**config.mk**
```make
export PLATFORM = sky130hd
export DESIGN_NAME = despeckle_cross_filter_to_glyph_unit_flat
export DESIGN_NICKNAME = d
export VERILOG_FILES = /design/src/hw/rtl/dcfg_pkg.sv /design/src/hw/rtl/dcfg_cfg_if.sv /design/src/hw/rtl/dcfg_pix_if.sv /design/src/hw/rtl/dcfg_res_if.sv /design/src/hw/rtl/dcfg_queue.sv /design/src/hw/rtl/dcfg_front.sv /design/src/hw/rtl/dcfg_back.sv /design/src/hw/rtl/despeckle_cross_filter_to_glyph_unit.sv /design/src/flat_wrapper.sv
export SDC_FILE = /design/constraint.sdc
export NUM_CORES = 1
export LEC_CHECK = 0
export BUFFER_PORTS_ARGS = -buffer_cell sky130_fd_sc_hd__buf_4
export CORE_ASPECT_RATIO = 0.9
export CORE_UTILIZATION = 64
export DETAILED_ROUTE_END_ITERATION = 8
export PLACE_DENSITY = 0.81
export SLEW_MARGIN = 0
export SYNTH_ARGS = -nofsm -noshare
export SYNTH_HDL_FRONTEND = slang
export SYNTH_HIERARCHICAL = 1
export SYNTH_SLANG_ARGS = --single-unit
```
**constraint.sdc**
```tcl
create_clock -name clk_i -period 10 [get_ports clk_i]
set_input_delay 0.5 -clock clk_i [delete_from_list [all_inputs] [get_ports clk_i]]
set_output_delay 0.5 -clock clk_i [all_outputs]
set_load 0.01 [all_outputs]
```
**src/hw/rtl/dcfg_pkg.sv**
```systemverilog
// Types, constants and helper functions of the despeckle filter.
`default_nettype none

package dcfg_pkg;

  localparam int unsigned MAX_WIDTH      = 32;
  localparam int unsigned MAX_HEIGHT     = 1024;
  localparam int unsigned COL_W          = $clog2(MAX_WIDTH);
  localparam int unsigned ROW_W          = $clog2(MAX_HEIGHT);
  localparam int unsigned WIDTH_MIN      = 2;
  localparam int unsigned HEIGHT_MIN     = 2;

  localparam int unsigned LEVEL_W        = 4;
  localparam int unsigned LEVEL_MAX      = 9;
  localparam int unsigned GLYPH_W        = 7;
  localparam int unsigned GLYPH_COUNT    = 10;
  localparam logic [GLYPH_COUNT*8-1:0] GLYPH_STR = " .':~*=&%#";

  localparam int unsigned LINE_WIDTH_W   = 6;
  localparam int unsigned FRAME_HEIGHT_W = 11;
  localparam int unsigned THRESH_W       = 4;
  localparam int unsigned CFG_IDX_W      = 2;
  localparam int unsigned CFG_DATA_W     = 11;

  localparam logic [LINE_WIDTH_W-1:0]   LINE_WIDTH_RST   = 6'd30;
  localparam logic [FRAME_HEIGHT_W-1:0] FRAME_HEIGHT_RST = 11'd20;
  localparam logic [THRESH_W-1:0]       THRESH_RST       = 4'd1;

  // power of two, pointers wrap naturally
  localparam int unsigned QUEUE_DEPTH    = 4;
  localparam int unsigned QPTR_W         = $clog2(QUEUE_DEPTH);

  localparam int unsigned SUM_W          = LEVEL_W + 2;
  localparam int unsigned DIV3_MUL       = 11;
  localparam int unsigned DIV3_SHIFT     = 5;
  localparam int unsigned PROD_W         = SUM_W + DIV3_SHIFT;

  typedef enum logic [CFG_IDX_W-1:0] {
    CFG_LINE_WIDTH     = 2'd0,
    CFG_FRAME_HEIGHT   = 2'd1,
    CFG_DIFF_THRESHOLD = 2'd2
  } cfg_idx_e;

  // One unit of work for the back end: a pixel (writes the stores) or a flush step.
  typedef struct packed {
    logic               wr;
    logic               emit;
    logic [COL_W-1:0]   col;
    logic               has_up;
    logic               has_left;
    logic               has_right;
    logic               row_end;
    logic               run_last;
    logic [LEVEL_W-1:0] lvl;
  } op_t;

  function automatic logic [LEVEL_W-1:0] sat_level(input logic [LEVEL_W-1:0] lv);
    return (lv > LEVEL_W'(LEVEL_MAX)) ? LEVEL_W'(LEVEL_MAX) : lv;
  endfunction

  function automatic logic [GLYPH_W-1:0] glyph_of(input logic [LEVEL_W-1:0] lv);
    logic [LEVEL_W-1:0] k;
    k = sat_level(lv);
    return GLYPH_STR[(GLYPH_COUNT - 1 - int'(k)) * 8 +: GLYPH_W];
  endfunction

  // nb/has order: up, down, left, right
  function automatic logic [LEVEL_W-1:0] despeckle(
    input logic [LEVEL_W-1:0]        center,
    input logic [3:0]                has,
    input logic [3:0][LEVEL_W-1:0]   nb,
    input logic [THRESH_W-1:0]       thr
  );
    logic [SUM_W-1:0]   sum;
    logic [2:0]         cnt;
    logic               all_far;
    logic [LEVEL_W-1:0] diff;
    logic [PROD_W-1:0]  prod;
    logic [LEVEL_W-1:0] res;
    int                 k;
    sum     = '0;
    cnt     = '0;
    all_far = 1'b1;
    for (k = 0; k < 4; k++) begin
      if (has[k]) begin
        sum  = sum + SUM_W'(nb[k]);
        cnt  = cnt + 3'd1;
        diff = (center > nb[k]) ? center - nb[k] : nb[k] - center;
        if (diff <= thr) all_far = 1'b0;
      end
    end
    // sum/3 for sum <= 27 as (sum*11)>>5
    prod = PROD_W'(PROD_W'(sum) * PROD_W'(DIV3_MUL));
    case (cnt)
      3'd2:    res = sum[LEVEL_W:1];
      3'd3:    res = prod[DIV3_SHIFT +: LEVEL_W];
      3'd4:    res = sum[LEVEL_W+1:2];
      default: res = center;
    endcase
    if (!all_far) res = center;
    return res;
  endfunction

endpackage

`default_nettype wire

```
**src/hw/rtl/dcfg_cfg_if.sv**
```systemverilog
// Register write channel.
`default_nettype none

interface dcfg_cfg_if import dcfg_pkg::*; ();
  logic                  valid;
  logic                  ready;
  logic [CFG_IDX_W-1:0]  reg_index;
  logic [CFG_DATA_W-1:0] wr_data;

  modport source (output valid, output reg_index, output wr_data, input ready);
  modport sink   (input valid, input reg_index, input wr_data, output ready);
endinterface

`default_nettype wire

```
**src/hw/rtl/dcfg_pix_if.sv**
```systemverilog
// Pixel input stream.
`default_nettype none

interface dcfg_pix_if import dcfg_pkg::*; ();
  logic               valid;
  logic               ready;
  logic [LEVEL_W-1:0] pixel_level;

  modport source (output valid, output pixel_level, input ready);
  modport sink   (input valid, input pixel_level, output ready);
endinterface

`default_nettype wire

```
**src/hw/rtl/dcfg_res_if.sv**
```systemverilog
// Filtered result stream.
`default_nettype none

interface dcfg_res_if import dcfg_pkg::*; ();
  logic               valid;
  logic               ready;
  logic [LEVEL_W-1:0] filtered_level;
  logic [GLYPH_W-1:0] glyph_code;
  logic               row_end;
  logic               run_last;

  modport source (output valid, output filtered_level, output glyph_code,
                  output row_end, output run_last, input ready);
  modport sink   (input valid, input filtered_level, input glyph_code,
                  input row_end, input run_last, output ready);
endinterface

`default_nettype wire

```
**src/hw/rtl/dcfg_queue.sv**
```systemverilog
// Short op queue between the front end and the back end.
`default_nettype none

module dcfg_queue import dcfg_pkg::*; (
  input  logic clk_i,
  input  logic rst_ni,
  input  logic in_valid_i,
  output logic in_ready_o,
  input  op_t  in_op_i,
  output logic out_valid_o,
  input  logic out_ready_i,
  output op_t  out_op_o
);

  op_t               ops_q [QUEUE_DEPTH];
  logic [QPTR_W-1:0] wr_ptr_q, wr_ptr_d;
  logic [QPTR_W-1:0] rd_ptr_q, rd_ptr_d;
  logic [QPTR_W:0]   cnt_q, cnt_d;
  logic              push, pop;

  assign in_ready_o  = (cnt_q != (QPTR_W+1)'(QUEUE_DEPTH));
  assign out_valid_o = (cnt_q != '0);
  assign out_op_o    = ops_q[rd_ptr_q];
  assign push        = in_valid_i && in_ready_o;
  assign pop         = out_valid_o && out_ready_i;

  always_comb begin
    wr_ptr_d = push ? wr_ptr_q + QPTR_W'(1) : wr_ptr_q;
    rd_ptr_d = pop  ? rd_ptr_q + QPTR_W'(1) : rd_ptr_q;
    cnt_d    = cnt_q;
    if (push && !pop) cnt_d = cnt_q + (QPTR_W+1)'(1);
    else if (pop && !push) cnt_d = cnt_q - (QPTR_W+1)'(1);
  end

  always_ff @(posedge clk_i or negedge rst_ni) begin
    if (!rst_ni) begin
      wr_ptr_q <= '0;
      rd_ptr_q <= '0;
      cnt_q    <= '0;
    end else begin
      wr_ptr_q <= wr_ptr_d;
      rd_ptr_q <= rd_ptr_d;
      cnt_q    <= cnt_d;
    end
  end

  always_ff @(posedge clk_i) begin
    if (push) ops_q[wr_ptr_q] <= in_op_i;
  end

endmodule

`default_nettype wire

```
**src/hw/rtl/dcfg_front.sv**
```systemverilog
// Front end: config registers, raster position, pixel classification, row flush.
`default_nettype none

module dcfg_front import dcfg_pkg::*; (
  input  logic                clk_i,
  input  logic                rst_ni,
  dcfg_cfg_if.sink            cfg_i,
  dcfg_pix_if.sink            pix_i,
  output logic                q_valid_o,
  input  logic                q_ready_i,
  output op_t                 q_op_o,
  output logic [THRESH_W-1:0] diff_threshold_o
);

  logic [LINE_WIDTH_W-1:0]   line_width_q, line_width_d;
  logic [FRAME_HEIGHT_W-1:0] frame_height_q, frame_height_d;
  logic [THRESH_W-1:0]       diff_threshold_q, diff_threshold_d;
  logic [COL_W-1:0]          col_q, col_d;
  logic [ROW_W-1:0]          row_q, row_d;
  logic                      flushing_q, flushing_d;
  logic [COL_W-1:0]          fcol_q, fcol_d;

  logic [LINE_WIDTH_W-1:0]   eff_w;
  logic [FRAME_HEIGHT_W-1:0] eff_h;
  logic [COL_W-1:0]          c;
  logic [ROW_W-1:0]          r;
  logic                      last_col, last_row, flush_last;
  logic                      pix_acc, cfg_acc;
  op_t                       pix_op, flush_op;

  assign cfg_i.ready      = 1'b1;
  assign cfg_acc          = cfg_i.valid;
  assign pix_i.ready      = !flushing_q && q_ready_i;
  assign pix_acc          = pix_i.valid && pix_i.ready;
  assign diff_threshold_o = diff_threshold_q;

  always_comb begin
    if (line_width_q < LINE_WIDTH_W'(WIDTH_MIN)) eff_w = LINE_WIDTH_W'(WIDTH_MIN);
    else if (line_width_q > LINE_WIDTH_W'(MAX_WIDTH)) eff_w = LINE_WIDTH_W'(MAX_WIDTH);
    else eff_w = line_width_q;

    if (frame_height_q < FRAME_HEIGHT_W'(HEIGHT_MIN)) eff_h = FRAME_HEIGHT_W'(HEIGHT_MIN);
    else if (frame_height_q > FRAME_HEIGHT_W'(MAX_HEIGHT)) eff_h = FRAME_HEIGHT_W'(MAX_HEIGHT);
    else eff_h = frame_height_q;

    c = (LINE_WIDTH_W'(col_q) >= eff_w) ? COL_W'(eff_w - LINE_WIDTH_W'(1)) : col_q;
    r = (FRAME_HEIGHT_W'(row_q) >= eff_h) ? ROW_W'(eff_h - FRAME_HEIGHT_W'(1)) : row_q;

    last_col   = (LINE_WIDTH_W'(c) + LINE_WIDTH_W'(1)) == eff_w;
    last_row   = (FRAME_HEIGHT_W'(r) + FRAME_HEIGHT_W'(1)) == eff_h;
    flush_last = (LINE_WIDTH_W'(fcol_q) + LINE_WIDTH_W'(1)) == eff_w;
  end

  // pixel at (r, c) emits row r-1; its own result is not the last of the
  // beat when it also starts the last-row flush
  always_comb begin
    pix_op.wr        = 1'b1;
    pix_op.emit      = (r != '0);
    pix_op.col       = c;
    pix_op.has_up    = (r > ROW_W'(1));
    pix_op.has_left  = (c != '0);
    pix_op.has_right = !last_col;
    pix_op.row_end   = last_col;
    pix_op.run_last  = !(last_row && last_col);
    pix_op.lvl       = sat_level(pix_i.pixel_level);

    flush_op.wr        = 1'b0;
    flush_op.emit      = 1'b1;
    flush_op.col       = fcol_q;
    flush_op.has_up    = 1'b1;
    flush_op.has_left  = (fcol_q != '0);
    flush_op.has_right = !flush_last;
    flush_op.row_end   = flush_last;
    flush_op.run_last  = flush_last;
    flush_op.lvl       = '0;
  end

  assign q_valid_o = flushing_q || pix_i.valid;
  assign q_op_o    = flushing_q ? flush_op : pix_op;

  always_comb begin
    line_width_d     = line_width_q;
    frame_height_d   = frame_height_q;
    diff_threshold_d = diff_threshold_q;
    col_d            = col_q;
    row_d            = row_q;
    flushing_d       = flushing_q;
    fcol_d           = fcol_q;

    if (flushing_q && q_ready_i) begin
      fcol_d = fcol_q + COL_W'(1);
      if (flush_last) flushing_d = 1'b0;
    end

    if (pix_acc) begin
      if (last_row && last_col) begin
        col_d      = '0;
        row_d      = '0;
        flushing_d = 1'b1;
        fcol_d     = '0;
      end else if (last_col) begin
        col_d = '0;
        row_d = r + ROW_W'(1);
      end else begin
        col_d = c + COL_W'(1);
        row_d = r;
      end
    end

    // any write to a known register restarts the frame
    if (cfg_acc) begin
      unique case (cfg_i.reg_index)
        CFG_LINE_WIDTH: begin
          line_width_d = cfg_i.wr_data[LINE_WIDTH_W-1:0];
          col_d        = '0;
          row_d        = '0;
        end
        CFG_FRAME_HEIGHT: begin
          frame_height_d = cfg_i.wr_data[FRAME_HEIGHT_W-1:0];
          col_d          = '0;
          row_d          = '0;
        end
        CFG_DIFF_THRESHOLD: begin
          diff_threshold_d = cfg_i.wr_data[THRESH_W-1:0];
          col_d            = '0;
          row_d            = '0;
        end
        default: begin
        end
      endcase
    end
  end

  always_ff @(posedge clk_i or negedge rst_ni) begin
    if (!rst_ni) begin
      line_width_q     <= LINE_WIDTH_RST;
      frame_height_q   <= FRAME_HEIGHT_RST;
      diff_threshold_q <= THRESH_RST;
      col_q            <= '0;
      row_q            <= '0;
      flushing_q       <= 1'b0;
      fcol_q           <= '0;
    end else begin
      line_width_q     <= line_width_d;
      frame_height_q   <= frame_height_d;
      diff_threshold_q <= diff_threshold_d;
      col_q            <= col_d;
      row_q            <= row_d;
      flushing_q       <= flushing_d;
      fcol_q           <= fcol_d;
    end
  end

endmodule

`default_nettype wire

```
**src/hw/rtl/dcfg_back.sv**
```systemverilog
// Back end: line stores, neighbour fetch, despeckle and output register.
`default_nettype none

module dcfg_back import dcfg_pkg::*; (
  input  logic                clk_i,
  input  logic                rst_ni,
  input  logic                op_valid_i,
  input  op_t                 op_i,
  output logic                op_pop_o,
  input  logic [THRESH_W-1:0] diff_threshold_i,
  dcfg_res_if.source          res_o
);

  logic [LEVEL_W-1:0] recent_mem [MAX_WIDTH];
  logic [LEVEL_W-1:0] older_mem  [MAX_WIDTH];

  logic               s2_valid_q, s2_valid_d;
  op_t                s2_op_q;
  logic [LEVEL_W-1:0] cen_q, rgt_q, up_q, left_q;

  logic               out_valid_q, out_valid_d;
  logic [LEVEL_W-1:0] out_level_q;
  logic [GLYPH_W-1:0] out_glyph_q;
  logic               out_row_end_q, out_run_last_q;

  logic               out_free, s2_fire, s2_load, mem_we;
  logic [COL_W-1:0]   wr_addr, rd_a, rd_b;
  logic [3:0]         has;
  logic [3:0][LEVEL_W-1:0] nb;
  logic [LEVEL_W-1:0] level;

  assign out_free = !out_valid_q || res_o.ready;
  assign s2_fire  = s2_valid_q && (!s2_op_q.emit || out_free);
  assign s2_load  = op_valid_i && (!s2_valid_q || s2_fire);
  assign op_pop_o = s2_load;

  assign mem_we  = s2_fire && s2_op_q.wr;
  assign wr_addr = s2_op_q.col;
  assign rd_a    = op_i.col;
  assign rd_b    = op_i.col + COL_W'(1);

  // left neighbour is always the previous op's center
  assign has = {s2_op_q.has_right, s2_op_q.has_left, s2_op_q.wr, s2_op_q.has_up};
  assign nb  = {rgt_q, left_q, s2_op_q.lvl, up_q};
  assign level = sat_level(despeckle(cen_q, has, nb, diff_threshold_i));

  // stores: write at retire, read at issue with write-first bypass
  always_ff @(posedge clk_i) begin
    if (mem_we) begin
      recent_mem[wr_addr] <= s2_op_q.lvl;
      older_mem[wr_addr]  <= cen_q;
    end
    if (s2_load) begin
      s2_op_q <= op_i;
      cen_q   <= (mem_we && wr_addr == rd_a) ? s2_op_q.lvl : recent_mem[rd_a];
      rgt_q   <= (mem_we && wr_addr == rd_b) ? s2_op_q.lvl : recent_mem[rd_b];
      up_q    <= (mem_we && wr_addr == rd_a) ? cen_q : older_mem[rd_a];
    end
    if (s2_fire) left_q <= cen_q;
    if (s2_fire && s2_op_q.emit) begin
      out_level_q    <= level;
      out_glyph_q    <= glyph_of(level);
      out_row_end_q  <= s2_op_q.row_end;
      out_run_last_q <= s2_op_q.run_last;
    end
  end

  always_comb begin
    s2_valid_d = s2_valid_q;
    if (s2_load) s2_valid_d = 1'b1;
    else if (s2_fire) s2_valid_d = 1'b0;

    out_valid_d = out_valid_q;
    if (s2_fire && s2_op_q.emit) out_valid_d = 1'b1;
    else if (res_o.ready) out_valid_d = 1'b0;
  end

  always_ff @(posedge clk_i or negedge rst_ni) begin
    if (!rst_ni) begin
      s2_valid_q  <= 1'b0;
      out_valid_q <= 1'b0;
    end else begin
      s2_valid_q  <= s2_valid_d;
      out_valid_q <= out_valid_d;
    end
  end

  assign res_o.valid          = out_valid_q;
  assign res_o.filtered_level = out_level_q;
  assign res_o.glyph_code     = out_glyph_q;
  assign res_o.row_end        = out_row_end_q;
  assign res_o.run_last       = out_run_last_q;

endmodule

`default_nettype wire

```
**src/hw/rtl/despeckle_cross_filter_to_glyph_unit.sv**
```systemverilog
// Four-neighbour impulse-noise filter with glyph output. Pixels (levels 0..9, higher
// values saturate to 9) enter one per clock in raster order while input ready is high;
// results leave one row behind, each giving the filtered level, its darkness glyph, a
// row-end flag and a flag on the last result of the input beat. A pixel that differs
// by more than diff_threshold from all its in-frame up/down/left/right neighbours
// becomes their truncated mean. Sustained rate is one pixel per cycle while the output
// does not stall; the last pixel of a frame is followed by the flush of the last row,
// one step per pixel of the row in use (line_width after clamping to 2..32), with
// input ready low while the front end issues it. A result passes through the op queue,
// the store read stage and the output register, and the flush results follow one per
// cycle while the output does not stall. The line stores need no clearing after reset.
// Write configuration only while the block is idle; any write to a known register
// restarts the frame position, store contents are kept.
`default_nettype none

module despeckle_cross_filter_to_glyph_unit import dcfg_pkg::*; (
  input  logic       clk_i,
  input  logic       rst_ni,
  dcfg_cfg_if.sink   cfg_i,
  dcfg_pix_if.sink   pix_i,
  dcfg_res_if.source res_o
);

  logic                fq_valid, fq_ready;
  op_t                 fq_op;
  logic                qb_valid, qb_pop;
  op_t                 qb_op;
  logic [THRESH_W-1:0] diff_threshold;

  dcfg_front u_front (
    .clk_i            (clk_i),
    .rst_ni           (rst_ni),
    .cfg_i            (cfg_i),
    .pix_i            (pix_i),
    .q_valid_o        (fq_valid),
    .q_ready_i        (fq_ready),
    .q_op_o           (fq_op),
    .diff_threshold_o (diff_threshold)
  );

  dcfg_queue u_queue (
    .clk_i       (clk_i),
    .rst_ni      (rst_ni),
    .in_valid_i  (fq_valid),
    .in_ready_o  (fq_ready),
    .in_op_i     (fq_op),
    .out_valid_o (qb_valid),
    .out_ready_i (qb_pop),
    .out_op_o    (qb_op)
  );

  dcfg_back u_back (
    .clk_i            (clk_i),
    .rst_ni           (rst_ni),
    .op_valid_i       (qb_valid),
    .op_i             (qb_op),
    .op_pop_o         (qb_pop),
    .diff_threshold_i (diff_threshold),
    .res_o            (res_o)
  );

endmodule

`default_nettype wire

```
**src/flat_wrapper.sv**
```systemverilog
// flat-port wrapper written by rule: the top's interface ports become plain ports
module despeckle_cross_filter_to_glyph_unit_flat import dcfg_pkg::*;
  (clk_i, rst_ni, cfg_i_valid, cfg_i_reg_index, cfg_i_wr_data, cfg_i_ready, pix_i_valid, pix_i_pixel_level, pix_i_ready, res_o_valid, res_o_filtered_level, res_o_glyph_code, res_o_row_end, res_o_run_last, res_o_ready);
  dcfg_cfg_if cfg_i_i ();
  dcfg_pix_if pix_i_i ();
  dcfg_res_if res_o_i ();
  input  logic clk_i;
  input  logic rst_ni;
  input wire logic [$bits(cfg_i_i.valid)-1:0] cfg_i_valid;
  input wire logic [$bits(cfg_i_i.reg_index)-1:0] cfg_i_reg_index;
  input wire logic [$bits(cfg_i_i.wr_data)-1:0] cfg_i_wr_data;
  output wire logic [$bits(cfg_i_i.ready)-1:0] cfg_i_ready;
  input wire logic [$bits(pix_i_i.valid)-1:0] pix_i_valid;
  input wire logic [$bits(pix_i_i.pixel_level)-1:0] pix_i_pixel_level;
  output wire logic [$bits(pix_i_i.ready)-1:0] pix_i_ready;
  output wire logic [$bits(res_o_i.valid)-1:0] res_o_valid;
  output wire logic [$bits(res_o_i.filtered_level)-1:0] res_o_filtered_level;
  output wire logic [$bits(res_o_i.glyph_code)-1:0] res_o_glyph_code;
  output wire logic [$bits(res_o_i.row_end)-1:0] res_o_row_end;
  output wire logic [$bits(res_o_i.run_last)-1:0] res_o_run_last;
  input wire logic [$bits(res_o_i.ready)-1:0] res_o_ready;
  assign cfg_i_i.valid = cfg_i_valid;
  assign cfg_i_i.reg_index = cfg_i_reg_index;
  assign cfg_i_i.wr_data = cfg_i_wr_data;
  assign cfg_i_ready = cfg_i_i.ready;
  assign pix_i_i.valid = pix_i_valid;
  assign pix_i_i.pixel_level = pix_i_pixel_level;
  assign pix_i_ready = pix_i_i.ready;
  assign res_o_valid = res_o_i.valid;
  assign res_o_filtered_level = res_o_i.filtered_level;
  assign res_o_glyph_code = res_o_i.glyph_code;
  assign res_o_row_end = res_o_i.row_end;
  assign res_o_run_last = res_o_i.run_last;
  assign res_o_i.ready = res_o_ready;
  despeckle_cross_filter_to_glyph_unit u_core (.clk_i(clk_i), .rst_ni(rst_ni), .cfg_i(cfg_i_i), .pix_i(pix_i_i), .res_o(res_o_i));
endmodule
```
==> out/qor.yml <==
status:
  outcome: "complete, but fails checks"
  violations: "hold timing"
clock_network:
  clock-sinks: 416
  clock_path_buffers: 3
  cts_setup_buffers: 0
  cts-htree-levels: 2
  path_clk_slew_ns: 0.06
  cts_buffers: 41
  holdBufCountCts: 0
  cts_resized: 0
  cts_tree: "yes"
  clk_latency_ns: 0.56
  root_buffer: "clkbuf_16"
grt:
  grt_max_degree: 57
  grt_pass1_wl_mm: 87.8
  track_usage_pct: 31.4
  antenna_found_initial: 1
  grt_overflow: 0
  first_global_vias: 15100
floorplanning:
  core-area_um2: 35300
  fp-row-count: 65
  die_area_um2: 36900
  die_w_um: 202
  die_y_um: 182
  initial_utilization_pct: 65.4
  io-pin-count: 38
logic_synthesis:
  ys_ff_latch: 416
  synth_top_area_share_pct: 47.5
  yosysMostFrequentCell: "edfxtp_1"
  netlist_area_um2: 23100
  ys_warn_count: 6
  synthTopCellsByArea: "edfxtp_1 (47%), mux4_2 (12%), ha_1 (5.6%)"
  syn-num-nets: 1794
  synthFlopType: "edfxtp_1"
  synth_edf_count: 365
  async_flop_share_pct: 12.3
  synth_cell_types: 108
  synth.avg_cell_area_um2: 14.0
  synth_top_cell_by_area: "edfxtp_1"
  synth_cells: 1655
  synth_commonest_cells: "edfxtp_1 (365), mux4_2 (128), nand2_1 (104)"
  ys_seq_area_share_pct: 53.0
sta:
  worst_hold_slack_ns: -0.0170
  period_minus_slack_ns: 8.34
  fin_setup_tns_ns: 0
  setup_viol: 0
  hold_violations: 4
  slew_headroom_pct: 23.0
  fin_crit_sh_pct: 83.4
  clock.fmax_mhz: 120
  slew_violations: 0
  fin_skew_ns: 0.0271
  worst_pin_slew_ns: 1.15
  rsz0062_at_grt: "no"
worst_setup_path:
  r2r-end: "u_core/u_back/res_o.glyph_code[3]"
  r2r.worst_path.cells: 31
  crit_slowest_cell: "fa_1"
  slowest_delay_ns: 0.58
  worstSetupPathType: "flop to flop"
  end_kind: "flop"
  startpoint_type: "flop"
  r2r_start: "u_core/u_back/nb[5]"
  r2r_slack_ns: 1.66
  cp_data_arrival_time_ns: 8.71
  path_max_fanout: 38
  cp.required_ns: 10.37
run:
  maxCapViolCount: 0
final_layout:
  drive_above_1_share_pct: 19.6
  syn2layout_area_growth_pct: 8.23
  nets: 1809
detailed_routing:
  dr.pass1.iters: 6
  antenna_left: 0
  first_iter_violations: 1841
  drt_wl_total_mm: 56.4
  viasPerCell: 7.00
  routedWlPerCell_um: 26.0
  num_vias: 15200
  drc_errors: 0
worst_hold_path:
  min_path_type: "primary input to asynchronous set/reset pin"
place:
  gp_congestion: 0.902
  port-buffer-count: 36
  hpwl_mm: 37.4
[cell usage in the layout, fill, tap and decap left out, drive strengths merged, types with 28 or more instances in the layout]
master and instances:
a21o 28, a21oi 70, buf 54, clkbuf 52, dfrtp 44, edfxtp 365
ha 103, inv 84, mux2 30, mux2i 34, mux4 136, nand2 104
nand3 43, nor2 88, o21ai 53, xnor2 43
[per-stage QoR]
step	instances	worst slack, ns	util, %	cell area [um^2]
2_1_floorplan	1655	2.34	-	23100
3_3_place_gp	2096	2.07	67.1	23700
3_5_place_dp	2096	1.79	67.1	23700
4_1_cts	2171	1.76	70.8	25000
5_1_grt	2171	1.03	70.8	25000
6_report	2172	1.66	70.8	25000
[state kept, by name (all words and copies together), names as in the netlist, 5 cells and up]
signal                          count
u_core/u_back/recent_mem          128
u_core/u_front/col_q                5
u_core/u_front/row_q               10
u_core/u_queue/ops_q               64
u_core/u_front/line_width_q         6
u_core/u_front/frame_height_q      11
u_core/u_back/older_mem           128
u_core/u_back/res_o.glyph_code      7
u_core/u_back/wr_addr               5
u_core/u_front/fcol_q               5
[area by class of cell]
class,count,area [um^2]
clock inverter,23,213
tap,469,587
antenna,1,2.50
multi-input combinational,1078,10100
sequential,416,12200
clock buffer,52,1100
inverter,79,299
timing repair buffer,54,405
fill,2256,10300
[worst max path at each step]
stage                          from                           endpoint  slack, ns  cells past startpoint
3_3_place_gp   u_core/u_back/has[0]  u_core/u_back/res_o.glyph_code[3]       2.07                     33
2_1_floorplan   u_core/u_back/nb[5]  u_core/u_back/res_o.glyph_code[3]       2.34                     32
3_5_place_dp   u_core/u_back/has[0]  u_core/u_back/res_o.glyph_code[3]       1.79                     31
5_1_grt         u_core/u_back/nb[5]  u_core/u_back/res_o.glyph_code[3]       1.03                     34
4_1_cts         u_core/u_back/nb[5]  u_core/u_back/res_o.glyph_code[3]       1.76                     29
6_report        u_core/u_back/nb[5]  u_core/u_back/res_o.glyph_code[3]       1.66                     31
[kinds of logic (layout without fill, tap and decap cells)]
| group | after synthesis | after routing | synth area share [%] |
|---|---|---|---|
| multiplexers | 200 | 200 | 16.4 |
| AND/OR/NAND/NOR | 410 | 410 | 9.19 |
| AO/OA/AOI/OAI | 282 | 282 | 8.79 |
| flip-flops | 416 | 416 | 53.0 |
| adder cells (fa/ha/maj) | 117 | 117 | 6.79 |
| buffers and inverters | 161 | 208 | 3.10 |
| XOR/XNOR | 68 | 68 | 2.74 |
| other | 1 | 2 | 0.0162 |
[metal layers]
metal | vias up | GRT usage (%) | part of all wire (%)
li1 | 6484 | - | -
met1 | 7651 | 42.6 | 38
met2 | 918 | 51.1 | 48
met3 | 156 | 6.09 | 10
met4 | 2 | 11.1 | 3.3
met5 | - | 0 | 0.16
[critical path: cells and delay by family (launching register included)]
kind,cells,cell delay [ns]
AND/OR/NAND/NOR,7,1.43
buffers and inverters,6,0.82
AO/OA/AOI/OAI,8,2.14
XOR/XNOR,1,0.17
flip-flops,1,0.33
multiplexers,2,0.27
adder cells (fa/ha/maj),7,2.99
Power is not shown: default switching activity piles up to over one toggle a cycle in this logic, so the estimate is an artifact.
